`config.mk`:
```
export PLATFORM = sky130hd
export DESIGN_NAME = mbus_long_frame_receiver
export DESIGN_NICKNAME = d
export VERILOG_FILES = /design/src/hdl/mlfr_pkg.sv /design/src/hdl/mlfr_mem.sv /design/src/hdl/mbus_long_frame_receiver.sv
export SDC_FILE = /design/constraint.sdc
export NUM_CORES = 2
export LEC_CHECK = 0
export ABC_CLOCK_PERIOD_IN_PS = 8200
export BUFFER_PORTS_ARGS = -buffer_cell sky130_fd_sc_hd__buf_4
export CAP_MARGIN = 15
export CORE_MARGIN = 1
export CORE_UTILIZATION = 41
export CTS_CLUSTER_SIZE = 25
export DETAILED_ROUTE_END_ITERATION = 8
export REMOVE_ABC_BUFFERS = 1
export SYNTH_ARGS = -nofsm -noshare
export SYNTH_HDL_FRONTEND = slang
export SYNTH_MEMORY_MAX_BITS = 65536
export SYNTH_SLANG_ARGS = --single-unit
```
`constraint.sdc`:
```
create_clock -name clk -period 8.2 [get_ports clk]
set_clock_uncertainty 0.05 [all_clocks]
set_input_delay 1.64 -clock clk [delete_from_list [all_inputs] [get_ports clk]]
set_output_delay 1.64 -clock clk [all_outputs]
set_load 0.02 [all_outputs]
```
`src/hdl/mlfr_pkg.sv`:
```
package mlfr_pkg;

	localparam int DEF_BUFFER_BYTES = 512;

	// frame framing bytes
	localparam logic [7:0] START_BYTE = 8'h68;
	localparam logic [7:0] STOP_BYTE  = 8'h16;
	localparam logic [7:0] CI_BYTE    = 8'h72;

	// first offset searched for data records
	localparam logic [8:0] REC_FIRST_OFS = 9'd19;

	// status codes
	localparam logic [2:0] ST_OK         = 3'd0;
	localparam logic [2:0] ST_INCOMPLETE = 3'd1;
	localparam logic [2:0] ST_MALFORMED  = 3'd2;
	localparam logic [2:0] ST_BAD_STOP   = 3'd3;
	localparam logic [2:0] ST_CHECKSUM   = 3'd4;
	localparam logic [2:0] ST_BAD_CI     = 3'd5;
	localparam logic [2:0] ST_SHORT_HDR  = 3'd6;

	// record kinds
	localparam logic [3:0] K_SERIAL  = 4'd0;
	localparam logic [3:0] K_MANUF   = 4'd1;
	localparam logic [3:0] K_VERSION = 4'd2;
	localparam logic [3:0] K_ERRCODE = 4'd4;
	localparam logic [3:0] K_ERRSTRT = 4'd5;
	localparam logic [3:0] K_LAST    = 4'd14;
	localparam logic [3:0] K_REC0    = 4'd3;

	localparam int NUM_REC = 12;

	// searched record pattern: plen3 selects three bytes, wide selects a 4-byte value
	typedef struct packed {
		logic       plen3;
		logic [7:0] b0;
		logic [7:0] b1;
		logic [7:0] b2;
		logic       wide;
	} rec_pat_t;

	localparam rec_pat_t REC_PAT [NUM_REC] = '{
		'{1'b0, 8'h04, 8'h6D, 8'h00, 1'b1},  // datetime
		'{1'b1, 8'h34, 8'hFD, 8'h17, 1'b1},  // error code
		'{1'b0, 8'h34, 8'h6D, 8'h00, 1'b1},  // error start
		'{1'b0, 8'h04, 8'h20, 8'h00, 1'b1},
		'{1'b0, 8'h04, 8'h24, 8'h00, 1'b1},
		'{1'b1, 8'h04, 8'h86, 8'h3B, 1'b1},
		'{1'b0, 8'h04, 8'h13, 8'h00, 1'b1},
		'{1'b0, 8'h04, 8'h2B, 8'h00, 1'b1},
		'{1'b0, 8'h04, 8'h3B, 8'h00, 1'b1},
		'{1'b0, 8'h02, 8'h59, 8'h00, 1'b0},
		'{1'b0, 8'h02, 8'h5D, 8'h00, 1'b0},
		'{1'b0, 8'h02, 8'h61, 8'h00, 1'b0}
	};

	localparam int REC_EC = 1;
	localparam int REC_ES = 2;

endpackage

```
`src/hdl/mlfr_mem.sv`:
```
module mlfr_mem #(
	parameter int DEPTH = 512,
	parameter int AW    = 9
) (
	input  logic          clk,
	input  logic          wr_en,
	input  logic [AW-1:0] wr_addr,
	input  logic [7:0]    wr_data,
	input  logic [AW-1:0] rd_addr,
	output logic [7:0]    rd_data
);

	logic [7:0] mem [DEPTH];
	logic [7:0] rd_data_q;

	// one write port, one registered read port
	always_ff @(posedge clk) begin
		if (wr_en) begin
			mem[wr_addr] <= wr_data;
		end
		rd_data_q <= mem[rd_addr];
	end

	assign rd_data = rd_data_q;

endmodule

```
`src/hdl/mbus_long_frame_receiver.sv`:
```
// Each item is one byte; the block scans the buffered bytes and checks the frame at every
// 0x68 start tried, reading the bytes through the single read port of the byte memory,
// then decodes a valid frame.
// Throughput: one item at a time; the next item is taken once the last result of the
// previous one has been loaded into the output register.
// Reset (arst_n low) empties the buffer at once; no clearing pass is needed.
module mbus_long_frame_receiver #(
	parameter int BUFFER_BYTES = mlfr_pkg::DEF_BUFFER_BYTES
) (
	input  logic        clk,
	input  logic        arst_n,
	input  logic        in_valid,
	output logic        in_stall,
	input  logic [7:0]  rx_byte,
	output logic        out_valid,
	input  logic        out_stall,
	output logic [2:0]  status,
	output logic [3:0]  record_kind,
	output logic [31:0] record_value,
	output logic        no_error_mark,
	output logic        last_result
);
	import mlfr_pkg::*;

	localparam int AW = $clog2(BUFFER_BYTES);
	localparam int CW = $clog2(BUFFER_BYTES + 1);
	localparam int XW = ((CW > 9) ? CW : 9) + 1;
	localparam logic [XW:0] NBUF = (XW + 1)'(BUFFER_BYTES);

	typedef enum logic [3:0] {
		S_IDLE, S_SCAN_RD, S_SCAN_CHK, S_L1, S_L2, S_L3, S_STOP, S_SUM,
		S_CMP, S_CI, S_RSCAN, S_NEXTK, S_VAL, S_EMIT, S_FLUSH
	} state_t;

	state_t         state_q;
	logic [AW-1:0]  head_q;
	logic [CW-1:0]  fill_q, i_q, keep_q;
	logic [2:0]     err_q;
	logic [7:0]     len_q, sum_q, w1_q, w2_q;
	logic           mism_q;
	logic [8:0]     off_q, q_q, pos_q;
	logic [3:0]     kind_q;
	logic [1:0]     k_q, n_q;
	logic [31:0]    val_q;
	logic           mark_q, code_nz_q;
	logic [NUM_REC-1:0] seen_q, fit_q;
	logic [8:0]     rpos_q [NUM_REC];

	logic           pend_v_q;
	logic [2:0]     pend_st_q;
	logic [3:0]     pend_kind_q;
	logic [31:0]    pend_val_q;
	logic           pend_mark_q;

	logic           out_valid_q;
	logic [2:0]     out_st_q;
	logic [3:0]     out_kind_q;
	logic [31:0]    out_val_q;
	logic           out_mark_q, out_last_q;

	logic [XW-1:0]  rd_log;
	logic [AW-1:0]  rd_addr, wr_addr;
	logic [7:0]     rd_data;
	logic           wr_en, out_free, out_load;
	logic           fail_v;
	logic [2:0]     fail_st;
	logic [CW-1:0]  avail;
	logic [XW-1:0]  total;
	logic [8:0]     rec_end;
	logic [NUM_REC-1:0] hit;
	logic           nk_read, nk_zero;
	logic [8:0]     nk_pos;
	logic [1:0]     nk_n;

	// logical buffer position to memory address (circular)
	function automatic logic [AW-1:0] phys(input logic [AW-1:0] head,
		input logic [XW-1:0] lpos);
		logic [XW:0] s;
		s = (XW + 1)'(head) + (XW + 1)'(lpos);
		if (s >= NBUF) begin
			s = s - NBUF;
		end
		return s[AW-1:0];
	endfunction

	mlfr_mem #(.DEPTH(BUFFER_BYTES), .AW(AW)) u_mem (
		.clk     (clk),
		.wr_en   (wr_en),
		.wr_addr (wr_addr),
		.wr_data (rx_byte),
		.rd_addr (rd_addr),
		.rd_data (rd_data)
	);

	assign in_stall = (state_q != S_IDLE);
	assign wr_en    = in_valid && (state_q == S_IDLE);
	assign wr_addr  = phys(head_q, XW'(fill_q));
	assign rd_addr  = phys(head_q, rd_log);
	assign out_free = !out_valid_q || !out_stall;
	assign out_load = out_free && ((state_q == S_FLUSH) || (state_q == S_EMIT && pend_v_q));
	assign avail    = fill_q - i_q;
	assign total    = XW'(len_q) + XW'(6);
	assign rec_end  = 9'(len_q) + 9'd4;

	// pattern hits at the current scan byte
	always_comb begin
		for (int r = 0; r < NUM_REC; r++) begin
			if (REC_PAT[r].plen3) begin
				hit[r] = (w2_q == REC_PAT[r].b0) && (w1_q == REC_PAT[r].b1) &&
					(rd_data == REC_PAT[r].b2) && (q_q >= REC_FIRST_OFS + 9'd2);
			end else begin
				hit[r] = (w1_q == REC_PAT[r].b0) && (rd_data == REC_PAT[r].b1) &&
					(q_q >= REC_FIRST_OFS + 9'd1);
			end
		end
	end

	// what the next emitted kind needs
	always_comb begin
		nk_read = 1'b0;
		nk_zero = 1'b0;
		nk_pos  = '0;
		nk_n    = 2'd3;
		if (kind_q == K_SERIAL) begin
			nk_read = 1'b1;
			nk_pos  = 9'd7;
		end else if (kind_q == K_MANUF) begin
			nk_read = 1'b1;
			nk_pos  = 9'd11;
			nk_n    = 2'd1;
		end else if (kind_q == K_VERSION) begin
			nk_read = 1'b1;
			nk_pos  = 9'd13;
			nk_n    = 2'd0;
		end else if (kind_q == K_ERRSTRT) begin
			if (fit_q[REC_EC]) begin
				nk_zero = !code_nz_q;
				nk_read = code_nz_q && fit_q[REC_ES];
			end
			nk_pos = rpos_q[REC_ES];
		end else if (kind_q <= K_LAST) begin
			for (int r = 0; r < NUM_REC; r++) begin
				if (kind_q == K_REC0 + 4'(r)) begin
					nk_read = fit_q[r];
					nk_pos  = rpos_q[r];
					nk_n    = REC_PAT[r].wide ? 2'd3 : 2'd1;
				end
			end
		end
	end

	// read address and frame check failures
	always_comb begin
		rd_log  = '0;
		fail_v  = 1'b0;
		fail_st = ST_INCOMPLETE;
		unique case (state_q)
			S_SCAN_RD:  rd_log = XW'(i_q);
			S_SCAN_CHK: begin
				rd_log = XW'(i_q) + XW'(1);
				if (rd_data == START_BYTE && avail < CW'(4)) begin
					fail_v = 1'b1;
				end
			end
			S_L1: rd_log = XW'(i_q) + XW'(2);
			S_L2: rd_log = XW'(i_q) + XW'(3);
			S_L3: begin
				rd_log = XW'(i_q) + XW'(len_q) + XW'(5);
				if (mism_q || rd_data != START_BYTE) begin
					fail_v  = 1'b1;
					fail_st = ST_MALFORMED;
				end else if (XW'(avail) < total) begin
					fail_v = 1'b1;
				end
			end
			S_STOP: begin
				rd_log = XW'(i_q) + XW'(4);
				if (rd_data != STOP_BYTE) begin
					fail_v  = 1'b1;
					fail_st = ST_BAD_STOP;
				end
			end
			S_SUM: rd_log = XW'(i_q) + XW'(off_q) + XW'(1);
			S_CMP: begin
				rd_log = XW'(i_q) + XW'(6);
				if (rd_data != sum_q) begin
					fail_v  = 1'b1;
					fail_st = ST_CHECKSUM;
				end else if (len_q < 8'd3) begin
					fail_v  = 1'b1;
					fail_st = ST_SHORT_HDR;
				end
			end
			S_CI: begin
				rd_log = XW'(i_q) + XW'(REC_FIRST_OFS);
				if (rd_data != CI_BYTE) begin
					fail_v  = 1'b1;
					fail_st = ST_BAD_CI;
				end else if (len_q < 8'd15) begin
					fail_v  = 1'b1;
					fail_st = ST_SHORT_HDR;
				end
			end
			S_RSCAN:  rd_log = XW'(i_q) + XW'(q_q) + XW'(1);
			S_NEXTK:  rd_log = XW'(i_q) + XW'(nk_pos);
			S_VAL:    rd_log = XW'(i_q) + XW'(pos_q) + XW'(k_q) + XW'(1);
			default:  rd_log = '0;
		endcase
	end

	// sequencer
	always_ff @(posedge clk or negedge arst_n) begin
		if (!arst_n) begin
			state_q     <= S_IDLE;
			head_q      <= '0;
			fill_q      <= '0;
			pend_v_q    <= 1'b0;
			out_valid_q <= 1'b0;
		end else begin
			if (out_valid_q && !out_stall && !out_load) begin
				out_valid_q <= 1'b0;
			end
			if (fail_v) begin
				if (fail_st == ST_INCOMPLETE) begin
					if (i_q < keep_q) begin
						keep_q <= i_q;
					end
				end else begin
					err_q <= fail_st;
				end
				i_q     <= i_q + CW'(1);
				state_q <= S_SCAN_RD;
			end else begin
				unique case (state_q)
					S_IDLE: begin
						if (in_valid) begin
							if (fill_q == CW'(BUFFER_BYTES)) begin
								head_q <= phys(head_q, XW'(1));
								keep_q <= fill_q;
							end else begin
								fill_q <= fill_q + CW'(1);
								keep_q <= fill_q + CW'(1);
							end
							i_q     <= '0;
							err_q   <= ST_INCOMPLETE;
							state_q <= S_SCAN_RD;
						end
					end
					S_SCAN_RD: begin
						if (i_q == fill_q) begin
							// no frame: trim to the earliest incomplete start
							head_q      <= phys(head_q, XW'(keep_q));
							fill_q      <= fill_q - keep_q;
							pend_st_q   <= err_q;
							pend_kind_q <= K_SERIAL;
							pend_val_q  <= '0;
							pend_mark_q <= 1'b0;
							pend_v_q    <= 1'b1;
							state_q     <= S_FLUSH;
						end else begin
							state_q <= S_SCAN_CHK;
						end
					end
					S_SCAN_CHK: begin
						if (rd_data == START_BYTE) begin
							state_q <= S_L1;
						end else begin
							i_q     <= i_q + CW'(1);
							state_q <= S_SCAN_RD;
						end
					end
					S_L1: begin
						len_q   <= rd_data;
						state_q <= S_L2;
					end
					S_L2: begin
						mism_q  <= (rd_data != len_q);
						state_q <= S_L3;
					end
					S_L3: state_q <= S_STOP;
					S_STOP: begin
						sum_q   <= '0;
						off_q   <= 9'd4;
						state_q <= (len_q == 8'd0) ? S_CMP : S_SUM;
					end
					S_SUM: begin
						sum_q <= sum_q + rd_data;
						off_q <= off_q + 9'd1;
						if (off_q == 9'(len_q) + 9'd3) begin
							state_q <= S_CMP;
						end
					end
					S_CMP: state_q <= S_CI;
					S_CI: begin
						// valid frame at i_q
						seen_q    <= '0;
						fit_q     <= '0;
						kind_q    <= K_SERIAL;
						mark_q    <= 1'b0;
						code_nz_q <= 1'b0;
						q_q       <= REC_FIRST_OFS;
						state_q   <= (len_q == 8'd15) ? S_NEXTK : S_RSCAN;
					end
					S_RSCAN: begin
						for (int r = 0; r < NUM_REC; r++) begin
							if (hit[r] && !seen_q[r]) begin
								seen_q[r] <= 1'b1;
								fit_q[r]  <= (10'(q_q) + 10'd1 +
									(REC_PAT[r].wide ? 10'd4 : 10'd2)) <= 10'(rec_end);
								rpos_q[r] <= q_q + 9'd1;
							end
						end
						w2_q <= w1_q;
						w1_q <= rd_data;
						if (q_q == rec_end - 9'd1) begin
							state_q <= S_NEXTK;
						end else begin
							q_q <= q_q + 9'd1;
						end
					end
					S_NEXTK: begin
						val_q <= '0;
						k_q   <= '0;
						pos_q <= nk_pos;
						n_q   <= nk_n;
						if (kind_q > K_LAST) begin
							fill_q  <= '0;
							state_q <= S_FLUSH;
						end else if (nk_read) begin
							state_q <= S_VAL;
						end else if (nk_zero) begin
							mark_q  <= 1'b1;
							state_q <= S_EMIT;
						end else begin
							kind_q <= kind_q + 4'd1;
						end
					end
					S_VAL: begin
						val_q <= val_q | (32'(rd_data) << {k_q, 3'b000});
						if (k_q == n_q) begin
							state_q <= S_EMIT;
						end else begin
							k_q <= k_q + 2'd1;
						end
					end
					S_EMIT: begin
						if (!pend_v_q || out_free) begin
							if (pend_v_q) begin
								out_valid_q <= 1'b1;
								out_st_q    <= pend_st_q;
								out_kind_q  <= pend_kind_q;
								out_val_q   <= pend_val_q;
								out_mark_q  <= pend_mark_q;
								out_last_q  <= 1'b0;
							end
							pend_v_q    <= 1'b1;
							pend_st_q   <= ST_OK;
							pend_kind_q <= kind_q;
							pend_val_q  <= val_q;
							pend_mark_q <= mark_q;
							if (kind_q == K_ERRCODE) begin
								code_nz_q <= (val_q != '0);
							end
							mark_q  <= 1'b0;
							kind_q  <= kind_q + 4'd1;
							state_q <= S_NEXTK;
						end
					end
					S_FLUSH: begin
						if (out_free) begin
							out_valid_q <= 1'b1;
							out_st_q    <= pend_st_q;
							out_kind_q  <= pend_kind_q;
							out_val_q   <= pend_val_q;
							out_mark_q  <= pend_mark_q;
							out_last_q  <= 1'b1;
							pend_v_q    <= 1'b0;
							state_q     <= S_IDLE;
						end
					end
					default: state_q <= S_IDLE;
				endcase
			end
		end
	end

	assign out_valid     = out_valid_q;
	assign status        = out_st_q;
	assign record_kind   = out_kind_q;
	assign record_value  = out_val_q;
	assign no_error_mark = out_mark_q;
	assign last_result   = out_last_q;

	// buffer bookkeeping stays in range
	a_fill_range: assert property (@(posedge clk) disable iff (!arst_n)
		(fill_q <= CW'(BUFFER_BYTES)) && (head_q < AW'(BUFFER_BYTES - 1) ||
		head_q == AW'(BUFFER_BYTES - 1)))
		else $error("buffer pointer out of range");

	// nothing left pending once idle
	a_idle_clean: assert property (@(posedge clk) disable iff (!arst_n)
		(state_q == S_IDLE) |-> !pend_v_q)
		else $error("pending result left behind");

	// the last result of an item leaves the block idle
	a_last_idle: assert property (@(posedge clk) disable iff (!arst_n)
		(state_q == S_FLUSH && out_free) |=> (state_q == S_IDLE && out_valid_q && out_last_q))
		else $error("flush did not finish item");

endmodule

```
==> results.json <==
{
  "place_hpwl_um": 279000,
  "met3_usage": 0.0306,
  "tns_ps": 0,
  "cts_tree": "yes",
  "top_usage_layer": "met2",
  "path_class": "register to register",
  "crit_fanout": 29,
  "grt_max_degree": 193,
  "min_period_ps": 7960,
  "dr.pass1.iters": 6,
  "grt_setup_unrepaired": "false",
  "syn_inst": 8732,
  "worstHoldPathType": "register to register",
  "syn2layout_area_growth_pct": 12.6,
  "cts_made_buffers": 440,
  "holdPathStages": 0,
  "clkTransAtPathRegs_ps": 70,
  "initial_core_util": 0.413,
  "tightest_slew_ps": 1460,
  "grt_pass1_vias": 89900,
  "start_kind": "register",
  "vias_per_cell": 5.87,
  "slew_violations": 0,
  "cts_buffer_depth": 4,
  "critPathArrivalTime_ps": 8820,
  "nNetsFinal": 9211,
  "pre_cts_ws_ps": -82.7,
  "cp.required_ps": 9060,
  "via_count": 88900,
  "clock-sinks": 4467,
  "drtIter0Drc": 10100,
  "ys_ff_latch": 4467,
  "hold_slack_ps": 360,
  "yosys.area.top_type": "edfxtp_1",
  "fmaxAchievable_ghz": 0.126,
  "grt_util_all_layers": 0.203,
  "io_pins": 55,
  "met1_usage": 0.287,
  "yosysUniqueCellTypes": 89,
  "wl_per_cell_um": 30.1,
  "min_period_over_period": 0.971,
  "cts_hold_buf": 0,
  "netlist_area_mm2": 0.180,
  "ys.flop_type": "edfxtp_1",
  "dpl-instance-area_mm2": 0.189,
  "yosys-top-cells-area": "edfxtp_1 74%, mux4_2 16%, nor2_1 1.6%",
  "grt_overflow": 0,
  "place.gp.congestion": 0.876,
  "core_mm2": 0.435,
  "numPortBuffers": 54,
  "antenna_found_initial": 19,
  "fp.dieW_um": 664,
  "drcViolationCount": 0,
  "synth_edf_count": 4434,
  "die_h_um": 664,
  "timing_hold_violations_final": 0,
  "drive_above_1_share": 0.239,
  "htreeDepth": 5,
  "row_count": 242,
  "ant_nets": 0,
  "synth_warnings": 0,
  "status": "complete, no violations",
  "clock_latency_ps": 1010,
  "cap_viol_max_count": 0,
  "ys_seq_area_frac": 0.745,
  "setup_violations": 0,
  "avgSynthCellArea_um2": 20.6,
  "root_buffer": "clkbuf_16",
  "fin_ws_ps": 238,
  "endpoint_kind": "register",
  "wl_um": 456000,
  "grt_use_met2": 0.328,
  "fin_area_mm2": 0.202,
  "die_area_mm2": 0.441,
  "grt_pass1_wl_um": 656000,
  "async_flop_share": 0.00560,
  "netlist.area_leader.share": 0.740,
  "r2r_cells": 26,
  "maxSlewHeadroom": 0.0264
}
-- area by class of cell --
class	instances	area, um^2
Tap cell	5734	7170
Clock inverter	268	2290
Fill cell	35800	233000
Antenna cell	10	25.0
Inverter	99	372
Clock buffer	538	11500
Multi-Input combinational cell	3709	43900
Sequential cell	4467	134000
Timing Repair Buffer	306	3260
-- what timing repair did --
action | 4_1_cts | 5_1_grt
gates resized for setup | 2 | 12
setup endpoints to repair | 1 | 8
gates cloned | 0 | 2
pin swaps | 0 | 1
buffers inserted | 0 | 1
-- Yosys cell counts (9+ instances only) --
library cell  instances
edfxtp_1           4434
mux4_2             1280
nor2_1              748
clkbuf_1            299
nand2_1             281
ha_1                163
a21oi_1             162
mux2i_1             122
xnor2_1             106
inv_1                99
o21ai_0              98
buf_1                89
nand3_1              87
buf_2                66
xor2_1               60
and2_1               43
nor3_1               42
nor2b_1              38
o211ai_1             38
a32o_1               33
a21o_1               32
nand2b_1             27
a22oi_1              26
dfrtp_1              25
a211oi_1             24
and3_1               22
o21bai_1             22
o22ai_1              21
nand4_1              20
nor4_1               20
fa_1                 13
o21a_1               13
a31oi_1              10
mux2_2               10
nor3b_1              10
o221ai_1              9
-- kinds of logic after synthesis --
family,Yosys count,share of synthesized area
AND/OR/NAND/NOR,1395,0.0339
AO/OA/AOI/OAI,559,0.0205
XOR/XNOR,167,0.00817
buffers and inverters,556,0.0121
flip-flops,4467,0.745
adder cells (fa/ha/maj),176,0.0128
multiplexers,1412,0.168
-- registers in the layout, indices dropped and copies added (netlist names), 12 cells and up --
signal	count
seen_q	12
fit_q	12
pend_val_q	32
record_value	32
u_mem.mem	4096
rpos_q	108
val_q	32
-- per-stage QoR --
| stage | cells | utilization |
|---|---|---|
| finish | 15100 | 0.465 |
| global route | 15100 | 0.465 |
| CTS | 15100 | 0.465 |
| detailed placement | 14300 | 0.433 |
| global placement | 14300 | 0.433 |
| floorplan | 8275 | - |
-- placed cells by master, fill, tap and decap left out, drive strengths merged, types with 44 or more instances in the layout --
cell type / Yosys / routed
clkbuf: 299 / 541
a21oi: 164 / 164
xnor2: 107 / 107
and2: 44 / 44
nand3: 87 / 87
inv: 99 / 116
o21ai: 100 / 100
nor2: 749 / 749
mux2i: 122 / 122
buf: 158 / 303
ha: 163 / 163
nand2: 281 / 281
clkinv: 0 / 204
xor2: 60 / 60
edfxtp: 4434 / 4434
mux4: 1280 / 1280
-- per-layer routing --
| layer | wire (um) | vias up |
|---|---|---|
| met4 | 14800 | 6 |
| li1 | - | 36700 |
| met1 | 189000 | 47800 |
| met5 | 35 | - |
| met3 | 33000 | 707 |
| met2 | 219000 | 3691 |
-- worst max-delay path, cell delays in order, from the launching register on --
cell and delay [ps]:
edfxtp_1 460, ha_1 390, inv_1 200, nor2_1 570, a22oi_1 200, o211ai_1 130, nor2_1 90, o22ai_1 310
nand3_1 130, o21ai_0 160, fa_1 510, a22oi_1 190, nor2_1 70, nor3_1 230, o21a_1 370, fa_4 820
buf_12 230, buf_12 190, buf_12 210, mux4_2 310, mux4_2 500, mux2i_2 280, mux2i_1 250, mux2i_2 360
buf_4 220, a211oi_1 80, mux2_2 270
-- path summary, 6_finish.rpt --
path,from,to,slack [ps]
min in group asynchronous,arst_n,state_q[0],570
worst min register to register,pend_kind_q[3],record_kind[3],360
worst max-delay path,kind_q[1],u_mem.rd_data[3],240
worst max register to register,kind_q[1],u_mem.rd_data[3],240
worst min-delay path,pend_kind_q[3],record_kind[3],360
max in group asynchronous,arst_n,head_q[7],7130
Power is left out: the tool's default activity adds up to more than one toggle a clock period on the data nets, which glitch-free logic cannot reach.
